### config.mk
export PLATFORM = sky130hd
export DESIGN_NAME = mulaw_error_feedback_encoder_core
export DESIGN_NICKNAME = d
export VERILOG_FILES = /design/src/hw/rtl/mlef_pkg.sv /design/src/hw/rtl/mlef_quant.sv /design/src/hw/rtl/mulaw_error_feedback_encoder_core.sv
export SDC_FILE = /design/constraint.sdc
export NUM_CORES = 1
export LEC_CHECK = 0
export CAP_MARGIN = 20
export CORE_MARGIN = 3
export CORE_UTILIZATION = 55
export CTS_CLUSTER_SIZE = 40
export DETAILED_ROUTE_END_ITERATION = 16
export DONT_BUFFER_PORTS = 1
export GPL_TIMING_DRIVEN = 1
export PLACE_DENSITY = 0.7
export SETUP_SLACK_MARGIN = 0.1
export SLEW_MARGIN = 20
export SYNTH_ARGS = -nofsm -noshare
export SYNTH_HDL_FRONTEND = slang
export SYNTH_HIERARCHICAL = 1
export SYNTH_SLANG_ARGS = --single-unit
### constraint.sdc
create_clock -name clk -period 14.2 [get_ports clk]
set_input_delay 1.42 -clock clk [delete_from_list [all_inputs] [get_ports clk]]
set_output_delay 1.42 -clock clk [all_outputs]
set_load 0.005 [all_outputs]
### src/hw/rtl/mlef_pkg.sv
package mlef_pkg;

    localparam int SMP_W  = 16;
    localparam int CODE_W = 8;
    localparam int ERR_W  = 12;
    localparam int MAG_W  = 15;

    localparam logic [MAG_W-1:0]  MU_BIAS = 15'd132;
    localparam logic [MAG_W-1:0]  MU_CLIP = 15'd32767;

    // Code whose expansion is minus one rather than zero.
    localparam logic [CODE_W-1:0] CODE_NEG_ONE = 8'h7f;

    typedef logic signed [SMP_W-1:0]  sample_t;
    typedef logic signed [ERR_W-1:0]  err_t;
    typedef logic        [CODE_W-1:0] code_t;

    // Expand a mu-law byte back to a linear sample.
    function automatic sample_t mu_decode(input code_t code);
        logic [CODE_W-1:0] u;
        logic [2:0]        e;
        logic [3:0]        m;
        logic [MAG_W-1:0]  base;
        logic [MAG_W-1:0]  mag;
        u    = ~code;
        e    = u[6:4];
        m    = u[3:0];
        base = MAG_W'({m, 3'b000}) + MU_BIAS;
        mag  = (base << e) - MU_BIAS;
        if (code == CODE_NEG_ONE)
        begin
            return -16'sd1;
        end
        else if (u[7])
        begin
            return sample_t'(-$signed({1'b0, mag}));
        end
        else
        begin
            return sample_t'($signed({1'b0, mag}));
        end
    endfunction

endpackage

### src/hw/rtl/mlef_quant.sv
module mlef_quant
    import mlef_pkg::*;
(
    input  sample_t sample,
    input  logic    first_sample,
    input  err_t    err_in,
    output code_t   code,
    output err_t    err_out
);

    err_t                 err_eff;
    logic signed [16:0]   sum_full;
    sample_t              sum;
    logic                 neg;
    logic        [16:0]   mag;
    logic        [16:0]   adj_full;
    logic [MAG_W-1:0]     adj;
    logic        [2:0]    expo;
    logic        [3:0]    mant;
    sample_t              dec;
    logic signed [16:0]   err_full;

    always_comb
    begin
        err_eff  = first_sample ? '0 : err_in;
        sum_full = 17'(sample) + 17'(err_eff);
        if (sum_full > 17'sd32767)
        begin
            sum = 16'sh7fff;
        end
        else if (sum_full < -17'sd32768)
        begin
            sum = 16'sh8000;
        end
        else
        begin
            sum = sum_full[15:0];
        end

        neg      = sum[15];
        mag      = neg ? (17'd0 - 17'($unsigned({sum[15], sum}))) : {1'b0, sum};
        adj_full = mag + 17'(MU_BIAS);
        adj      = (adj_full > 17'(MU_CLIP)) ? MU_CLIP : adj_full[MAG_W-1:0];

        // exponent from the highest set bit above bit 7
        if (adj[14])      expo = 3'd7;
        else if (adj[13]) expo = 3'd6;
        else if (adj[12]) expo = 3'd5;
        else if (adj[11]) expo = 3'd4;
        else if (adj[10]) expo = 3'd3;
        else if (adj[9])  expo = 3'd2;
        else if (adj[8])  expo = 3'd1;
        else              expo = 3'd0;

        mant = 4'(adj >> ({1'b0, expo} + 4'd3));
        code = ~{neg, expo, mant};

        dec      = mu_decode(code);
        err_full = 17'(sum) - 17'(dec);
        if (err_full > 17'sd2047)
        begin
            err_out = 12'sh7ff;
        end
        else if (err_full < -17'sd2048)
        begin
            err_out = 12'sh800;
        end
        else
        begin
            err_out = err_full[ERR_W-1:0];
        end
    end

endmodule

### src/hw/rtl/mulaw_error_feedback_encoder_core.sv
// mu-law encoder with quantisation error feedback. Each input item carries a
// signed 16-bit sample (tdata) and a first-sample flag (tuser) that clears the
// carried error before that sample. The sample plus the carried error is
// saturated, mu-law encoded with standard polarity (codes 128..255 for
// non-negative values), decoded again, and the difference is kept as the
// next carried error. One item is taken per cycle unless back-pressure
// holds the flow: the input register takes the item at the accepting edge,
// and the result register then puts its code on m_tdata once that slot is free.
// The throughput of one item per cycle is set by the error loop, which
// closes combinationally through the add, encode, decode and subtract
// logic. Back-pressure on the master side stalls both stages; an item
// already held is never dropped.
module mulaw_error_feedback_encoder_core
    import mlef_pkg::*;
(
    input  logic        clk,
    input  logic        rst_n,

    input  logic        s_tvalid,
    output logic        s_tready,
    input  logic [15:0] s_tdata,   // [15:0] sample
    input  logic        s_tuser,   // [0] first_sample

    output logic        m_tvalid,
    input  logic        m_tready,
    output logic [7:0]  m_tdata    // [7:0] code
);

    logic    in_valid_reg;
    sample_t in_sample_reg;
    logic    in_first_reg;
    logic    out_valid_reg;
    code_t   out_code_reg;
    err_t    err_reg;

    code_t   code_next;
    err_t    err_next;
    logic    advance;

    // Move the held item into the result register when that slot is free
    // or is being emptied this cycle.
    assign advance  = in_valid_reg && (!out_valid_reg || m_tready);
    assign s_tready = !in_valid_reg || advance;

    mlef_quant u_quant (
        .sample       (in_sample_reg),
        .first_sample (in_first_reg),
        .err_in       (err_reg),
        .code         (code_next),
        .err_out      (err_next)
    );

    // Hold the input item until it can advance.
    always_ff @(posedge clk or negedge rst_n)
    begin
        if (!rst_n)
        begin
            in_valid_reg <= 1'b0;
        end
        else if (s_tready)
        begin
            in_valid_reg <= s_tvalid;
        end
    end

    always_ff @(posedge clk)
    begin
        if (s_tready && s_tvalid)
        begin
            in_sample_reg <= s_tdata;
            in_first_reg  <= s_tuser;
        end
    end

    // Result register and carried error advance together.
    always_ff @(posedge clk or negedge rst_n)
    begin
        if (!rst_n)
        begin
            out_valid_reg <= 1'b0;
            err_reg       <= '0;
        end
        else
        begin
            if (advance)
            begin
                out_valid_reg <= 1'b1;
                err_reg       <= err_next;
            end
            else if (m_tready)
            begin
                out_valid_reg <= 1'b0;
            end
        end
    end

    always_ff @(posedge clk)
    begin
        if (advance)
        begin
            out_code_reg <= code_next;
        end
    end

    assign m_tvalid = out_valid_reg;
    assign m_tdata  = out_code_reg;

    // The carried error never leaves the range one quantisation step allows.
    a_err_range: assert property (@(posedge clk) disable iff (!rst_n)
        (err_reg >= -12'sd644) && (err_reg <= 12'sd643))
        else $error("carried error out of range");

    // The error register changes only when an item advances.
    a_err_hold: assert property (@(posedge clk) disable iff (!rst_n)
        !advance |=> $stable(err_reg))
        else $error("carried error changed without an item");

    // Input is refused only when both stages are full and the output stalls.
    a_ready: assert property (@(posedge clk) disable iff (!rst_n)
        !s_tready |-> (in_valid_reg && out_valid_reg && !m_tready))
        else $error("input refused with room in the pipeline");

endmodule

==> results of run 1 <==
logic make-up after synthesis:
kind of cell    after synthesis
simple gates                249
compound gates              255
mux                          22
flops                        39
fa+ha+maj                    38
buf+inv                      59
xor+xnor                     44
how the worst max path moves through the flow:
| stage | startpoint | endpoint | depth (start not counted) |
|---|---|---|---|
| after floorplan | in_first_reg$_DFFE_PP_ | err_reg[10]$_DFFE_PN0P_ | 51 |
| after global placement | in_first_reg$_DFFE_PP_ | err_reg[10]$_DFFE_PN0P_ | 45 |
| after detailed placement | in_first_reg$_DFFE_PP_ | err_reg[8]$_DFFE_PN0P_ | 45 |
| after CTS | in_first_reg$_DFFE_PP_ | err_reg[8]$_DFFE_PN0P_ | 45 |
| after global routing | in_first_reg$_DFFE_PP_ | err_reg[2]$_DFFE_PN0P_ | 45 |
| final | in_first_reg$_DFFE_PP_ | err_reg[8]$_DFFE_PN0P_ | 45 |
final cells by class:
class | instances | area, µm²
inverters | 31 | 116
fillers | 974 | 4360
clock buffers | 6 | 82.6
clock inverters | 2 | 15.0
flip-flops and latches | 39 | 1100
multi-input cells | 608 | 4570
well taps | 136 | 170
worst max-delay path: cells and delay by family (launching register included):
family	cells	cell delay, ps
simple gates	17	4520
compound gates	17	4010
mux	3	1690
fa+ha+maj	4	1260
flops	1	540
buf+inv	3	450
xor+xnor	1	150
metrics by stage:
stage | utilization [%] | area (µm²) | std cells | hold slack (ps) | worst slack (ps)
after floorplan | - | 5960 | 706 | 471 | 3260
after global placement | 57.2 | 5950 | 814 | 493 | 1940
after detailed placement | 57.2 | 5950 | 814 | 490 | 1410
after CTS | 58.1 | 6050 | 822 | 509 | 1360
after global routing | 58.1 | 6050 | 822 | 529 | 323
final | 58.1 | 6050 | 822 | 512 | 1450
layout by cell type, fill, tap and decap left out, types with 7 or more instances in the layout:
cell type and count:
a21o_1 13, o21ai_1 7, o21ai_0 50, nand4_1 7
a211oi_1 8, o211ai_1 14, a21oi_1 44, a31oi_1 13
nand2b_1 12, o2111ai_1 9, nand2_1 46, edfxtp_1 25
mux2_2 7, ha_1 36, o31ai_1 12, nor2b_1 17
inv_1 25, and2_1 10, xor2_1 12, xnor2_1 30
nor3_1 20, nor2_1 48, and3_1 12, nand3_1 23
dfrtp_1 14, mux2_4 9
routing by layer:
metal  track usage (%)  routed length (µm)  vias up
met4              5.89                 214        0
met3              4.72                1350       27
li1                  -                   -     2683
met2              41.6                7240      236
met1              43.1                7910     2678
met5                 0                   0        -
==> flow_summary.yaml, run 1 <==
layout:
  largest_reg_flops: 16
  antenna_cells: 0
  fin_nets: 744
  drive_gt1_share_pct: 13.1
  syn2layout_area_growth_pct: 1.49
worst_setup_path:
  reg2reg_to: "err_reg[8]$_DFFE_PN0P_"
  r2r-start: "in_first_reg$_DFFE_PP_"
  max_stage_delay_ps: 760
  crit_path_max_fanout: 23
  r2r_slack_ps: 1450
  arrival_ps: 12940
  setup.worst_path.start_class: "register"
  critPathSlowestCell: "mux2i_1"
  crit_type: "reg2reg"
  ff2ff_path_depth: 45
  cp.required_ps: 14390
  worstSetupEndpointType: "register"
floorplanning:
  die_w_um: 110
  die_h_um: 110
  ios: 31
  coreArea_mm2: 0.0104
  start_util_pct: 57.2
  rows: 37
  fp.dieArea_mm2: 0.0121
clock_tree:
  clkTransAtPathRegs_ps: 80
  insertion_delay_ps: 300
  cts_buffer_depth: 2
  cts_tree: "done"
  cts_resized: 0
  postCtsSetupBuffers: 0
  htree_levels: 2
  cts_hold_buf: 0
  cts_buffers: 5
  cts_root_buf: "clkbuf_8"
  clock-sinks: 39
synthesis:
  synthFlopType: "edfxtp_1"
  synth_warnings: 6
  synth_area_leader_cell: "edfxtp_1"
  synthTopCellsByArea: "edfxtp_1 13%, ha_1 7.6%, dfrtp_1 5.9%"
  synth-edff-count: 25
  yosysUniqueCellTypes: 112
  ys_seq_area_share_pct: 18.5
  synth_area_mm2: 0.00596
  synthSimpleGateAreaFrac_pct: 23.6
  avgSynthCellArea_um2: 8.45
  synthTopCellsByCount: "51 x o21ai_0, 48 x nor2_1, 46 x nand2_1"
  netlist_instances: 706
  synth_adder_area_share_pct: 8.22
  synth_top_family_by_area: "compound AO/OA/AOI/OAI gates"
  syn_nets: 765
  synth_seq_cells: 39
  synth-compound-area-share_pct: 33.4
  synthMuxAreaShare_pct: 4.60
  synth-async-reset-ratio_pct: 35.9
  synth_top_cell_area_share_pct: 12.6
  yosys.area_share.xor_xnor_pct: 6.71
  synth.most_common_cell: "o21ai_0"
sta:
  hold_violations: 0
  setup_tns_ps: 0
  rsz0062_at_grt: "false"
  timing.final.crit_share_pct: 89.8
  tightest_slew_ps: 879
  slew_headroom_pct: 41.1
  setup_violations: 0
  clock_skew_ps: 8.78
  fin_crit_ps: 12750
  fmax_ghz: 0.0784
  slew_viol_final: 0
place:
  io_buffers: 0
  gp_congestion: 1.01
  dp_hpwl_mm: 13.2
min_path:
  hold_start: "err_reg[0]$_DFFE_PN0P_"
  holdCritPathClass: "reg2reg"
  worstHoldEndpoint: "err_reg[0]$_DFFE_PN0P_"
  hold_depth: 1
route:
  wl_per_cell_um: 20.3
  vias: 5624
  wl_mm: 16.7
  antenna_left: 0
  firstDrtPassIters: 6
  drt-initial-drc-count: 616
  vias_per_cell: 6.84
  drc: 0
global_routing:
  antenna_found_initial: 0
  grt_pass1_wl_mm: 27.1
  grt_start_max_net_pins: 24
  grt_usage_pct: 28.2
  grt_pass1_vias: 5144
  overflow: 0
outcome:
  status: "complete, no violations"
job:
  cap_violations: 0
Power of run 1 is left out: the tool's default activity adds up to more than one toggle a clock period on the data nets, which glitch-free logic cannot reach.
==> run 2, diff against run 1 <==
--- a/config.mk
+++ b/config.mk
@@ -6,6 +6,7 @@
 export NUM_CORES = 1
 export LEC_CHECK = 0
 export CAP_MARGIN = 20
+export CORE_ASPECT_RATIO = 1.4
 export CORE_MARGIN = 3
 export CORE_UTILIZATION = 55
 export CTS_CLUSTER_SIZE = 40
@@ -13,6 +14,7 @@
 export DONT_BUFFER_PORTS = 1
 export GPL_TIMING_DRIVEN = 1
 export PLACE_DENSITY = 0.7
+export REMOVE_ABC_BUFFERS = 1
 export SETUP_SLACK_MARGIN = 0.1
 export SLEW_MARGIN = 20
 export SYNTH_ARGS = -nofsm -noshare
==> run 2 against run 1 <==
  * First-iteration DRC count shrank 28%
  * Worst setup slack lost 170 ps
  * Die area grew 0.15%
  * Clock skew is 1.8 ps higher
  * Count of clock-buffer cells in the layout stayed put
  * Critical path type unchanged
==> flow_summary.yaml, run 2 (synthesized netlist as in run 1, its figures left out) <==
floorplanning:
  ios: 31
  rows: 44
  die_h_um: 129
  die_w_um: 94
  coreArea_mm2: 0.0105
  fp.dieArea_mm2: 0.0121
  start_util_pct: 57.0
worst_setup_path:
  arrival_ps: 13090
  cp.required_ps: 14370
  critPathSlowestCell: "mux2i_1"
  cpMostUsedCell: "a21o_1"
  cp_num_cells: 45
  setup.worst_path.start_class: "register"
  ff2ff_path_depth: 45
  crit_type: "reg2reg"
  crit_buf_inv: 3
  cp_top_family: "simple AND/OR/NAND/NOR gates"
  max_stage_delay_ps: 740
  worstSetupEndpointType: "register"
  crit_path_max_fanout: 23
place:
  gp_congestion: 0.984
  dp_hpwl_mm: 13.9
  io_buffers: 0
outcome:
  status: "complete, no violations"
clock_tree:
  htree_levels: 2
  insertion_delay_ps: 290
  cts_buffers: 5
  cts_hold_buf: 0
  cts_resized: 0
  cts_root_buf: "clkbuf_16"
  postCtsSetupBuffers: 0
  cts_buffer_depth: 2
  clock-sinks: 39
  clkTransAtPathRegs_ps: 70
  cts_tree: "done"
layout:
  drive_gt1_share_pct: 13.2
  syn2layout_area_growth_pct: 2.79
  antenna_cells: 0
  final_common_cell: "o21ai_0"
  largest_reg_flops: 16
  fin_nets: 745
  mostFrequentLayoutCells: "50 x o21ai_0, 48 x nor2_1, 46 x nand2_1, 44 x a21oi_1, 36 x ha_1"
  fill_cells: 969
  regArea_mm2: 0.00110
  multi_input_area_mm2: 0.00457
sta:
  rsz0062_at_grt: "false"
  tightest_slew_ps: 918
  setup_tns_ps: 0
  slew_headroom_pct: 38.5
  hold_violations: 0
  timing.final.crit_share_pct: 91.0
  fmax_ghz: 0.0774
  fin_crit_ps: 12920
  slew_viol_final: 0
  setup_violations: 0
  clock_skew_ps: 10.6
global_routing:
  antenna_found_initial: 0
  grt_pass1_vias: 5590
  grt_start_max_net_pins: 24
  overflow: 0
  grt_usage_pct: 28.6
  grt_pass1_wl_mm: 27.8
job:
  cap_violations: 0
route:
  wl_per_cell_um: 21.0
  drt-initial-drc-count: 441
  firstDrtPassIters: 5
  vias_per_cell: 6.88
  vias: 5676
  wl_mm: 17.3
  antenna_left: 0
  drc: 0
min_path:
  holdCritPathClass: "reg2reg"
  hold_depth: 1
run 2: per-stage QoR:
step                instances  worst slack (ps)  hold WS, ps  util (%)  cell area (µm²)
detailed placement        817              1320          501      57.0             5960
floorplan                 678              3290          471         -             5780
CTS                       825              1200          516      58.6             6130
global placement          817              1630          492      57.0             5960
finish                    825              1280          514      58.6             6130
global route              825               231          526      58.6             6130
run 2: per-layer routing:
layer | global-route usage [%] | part of all wire (%) | up-vias
li1 | - | - | 2679
met1 | 31.2 | 38 | 2692
met2 | 53.3 | 52 | 244
met3 | 2.32 | 4.3 | 61
met4 | 16.6 | 5.9 | 0
met5 | 0 | 0 | -
run 2: final timing paths:
check | from | to | slack [ps]
min in group asynchronous | rst_n | err_reg[0]$_DFFE_PN0P_ | 820
worst min-delay path | err_reg[0]$_DFFE_PN0P_ | err_reg[0]$_DFFE_PN0P_ | 510
worst max register to register | in_first_reg$_DFFE_PP_ | err_reg[3]$_DFFE_PN0P_ | 1280
worst min register to register | err_reg[0]$_DFFE_PN0P_ | err_reg[0]$_DFFE_PN0P_ | 510
max in group asynchronous | rst_n | err_reg[10]$_DFFE_PN0P_ | 13300
worst max-delay path | in_first_reg$_DFFE_PP_ | err_reg[3]$_DFFE_PN0P_ | 1280
run 2: worst reg2reg max path: cells and delay by family (launching register included):
| family | cells | cell delay [ps] |
|---|---|---|
| adders and majority gates | 3 | 1110 |
| DFF | 1 | 540 |
| and+or+nand+nor | 18 | 4790 |
| muxes | 3 | 1690 |
| xor gates and xnor gates | 1 | 150 |
| AOI/OAI and AO/OA | 17 | 4040 |
| buffers and inverters | 3 | 480 |
run 2: cell type report:
| cell class | instances | share of cell area [%] |
|---|---|---|
| Multi-Input combinational cell | 608 | 74.5 |
| Clock buffer | 6 | 2.45 |
| Clock inverter | 2 | 0.245 |
| Timing Repair Buffer | 1 | 0.122 |
| Tap cell | 138 | 2.82 |
| Sequential cell | 39 | 18.0 |
| Inverter | 31 | 1.90 |
Power of run 2 is left out for the same reason.
==> run 3, diff against run 2 <==
==> constraint.sdc (replaced) <==
create_clock -name clk -period 16.3 [get_ports clk]
set_input_delay 1.63 -clock clk [delete_from_list [all_inputs] [get_ports clk]]
set_output_delay 1.63 -clock clk [all_outputs]
set_load 0.005 [all_outputs]
==> run 3 against run 2 <==
  * Design area did not move
  * Sequential share of layout area did not move
  * Core utilization did not move
  * Fmax rose by 1.1%
  * Critical endpoint unchanged
==> flow_summary.yaml, run 3 (synthesized netlist as in run 1, its figures left out) <==
worst_setup_path:
  setup.worst_path.start_class: "register"
  critPathSlowestCell: "mux2i_1"
  max_stage_delay_ps: 740
  cpMostUsedCell: "a21o_1"
  r2r-start: "in_first_reg$_DFFE_PP_"
  arrival_ps: 12950
  cp-startpoint: "in_first_reg$_DFFE_PP_"
  cp.required_ps: 16470
  crit_path_max_fanout: 23
  crit_type: "reg2reg"
  worstSetupEndpointType: "register"
  r2r_slack_ps: 3520
sta:
  fin_crit_ps: 12780
  hold_violations: 0
  timing.final.crit_share_pct: 78.4
  tightest_slew_ps: 898
  setup_violations: 0
  clock_skew_ps: 9.73
  rsz0062_at_grt: "false"
  setup_ws_ps: 3520
  slew_headroom_pct: 39.9
  slew_viol_final: 0
  fmax_ghz: 0.0782
  setup_tns_ps: 0
route:
  drc: 0
  wl_per_cell_um: 21.0
  wl_mm: 17.4
  firstDrtPassIters: 5
  vias_per_cell: 6.84
  drt-initial-drc-count: 351
  antenna_left: 0
  vias: 5640
layout:
  fill_cells: 973
  final_common_cell: "o21ai_0"
  largest_reg_flops: 16
  syn2layout_area_growth_pct: 2.79
  fin_nets: 745
  antenna_cells: 0
  drive_gt1_share_pct: 13.2
  multi_input_area_mm2: 0.00457
  regArea_mm2: 0.00110
  mostFrequentLayoutCells: "50 x o21ai_0, 48 x nor2_1, 46 x nand2_1, 44 x a21oi_1, 36 x ha_1"
clock_tree:
  cts_buffers: 5
  cts_buffer_depth: 2
  cts_root_buf: "clkbuf_16"
  cts_resized: 0
  htree_levels: 2
  cts_tree: "done"
  clock-sinks: 39
  clkTransAtPathRegs_ps: 60
  insertion_delay_ps: 290
  cts_hold_buf: 0
  postCtsSetupBuffers: 0
global_routing:
  grt_pass1_wl_mm: 27.9
  grt_usage_pct: 28.7
  grt_pass1_vias: 5590
  grt_start_max_net_pins: 24
  antenna_found_initial: 0
  overflow: 0
place:
  preCtsSetupSlack_ps: 3450
  gp_congestion: 0.984
  io_buffers: 0
  dp_hpwl_mm: 13.9
job:
  cap_violations: 0
floorplanning:
  die_w_um: 94
  die_h_um: 129
  coreArea_mm2: 0.0105
  start_util_pct: 57.0
  rows: 44
  ios: 31
  fp.dieArea_mm2: 0.0121
min_path:
  hold_start: "err_reg[1]$_DFFE_PN0P_"
  holdCritPathClass: "reg2reg"
outcome:
  status: "complete, no violations"
run 3: cell counts in the layout (fill, tap and decap cells not counted):
Identical to the previous run, type by type.
run 3: worst max-delay path: cells and delay by family (launching register included):
kind / cells / cell delay (ps)
flops: 1 / 540
fa+ha+maj: 3 / 1090
compound gates: 17 / 4020
buf+inv: 3 / 450
xor+xnor: 1 / 150
simple gates: 18 / 4710
mux: 3 / 1670
run 3: final cells by class:
| type | count | area share [%] |
|---|---|---|
| Multi-Input combinational cell | 608 | 74.5 |
| Sequential cell | 39 | 18.0 |
| Tap cell | 138 | 2.82 |
| Clock buffer | 6 | 2.45 |
| Inverter | 31 | 1.90 |
| Clock inverter | 2 | 0.245 |
| Timing Repair Buffer | 1 | 0.122 |
run 3: metrics by stage:
step                cells  instance area, µm²  hold slack (ps)  util (%)
finish                825                6130              514      58.6
global route          825                6130              526      58.6
detailed placement    817                5960              501      57.0
global placement      817                5960              492      57.0
floorplan             678                5780              471         -
CTS                   825                6130              516      58.6
run 3: path summary, 6_finish.rpt:
kind,to,cells past startpoint
min reg2reg,err_reg[1]$_DFFE_PN0P_,1
max,err_reg[3]$_DFFE_PN0P_,45
min in group asynchronous,err_reg[0]$_DFFE_PN0P_,0
max in group asynchronous,err_reg[1]$_DFFE_PN0P_,0
max reg2reg,err_reg[3]$_DFFE_PN0P_,45
min,err_reg[1]$_DFFE_PN0P_,1
run 3: routing by layer:
metal  GRT usage (%)  share of wire (%)  up-vias
li1                -                  -     2679
met1            31.2                 38     2678
met2            55.0                 53      220
met3            2.32                4.3       63
met4            13.7                5.0        0
met5               0                  0        -
Power of run 3 is left out for the same reason.
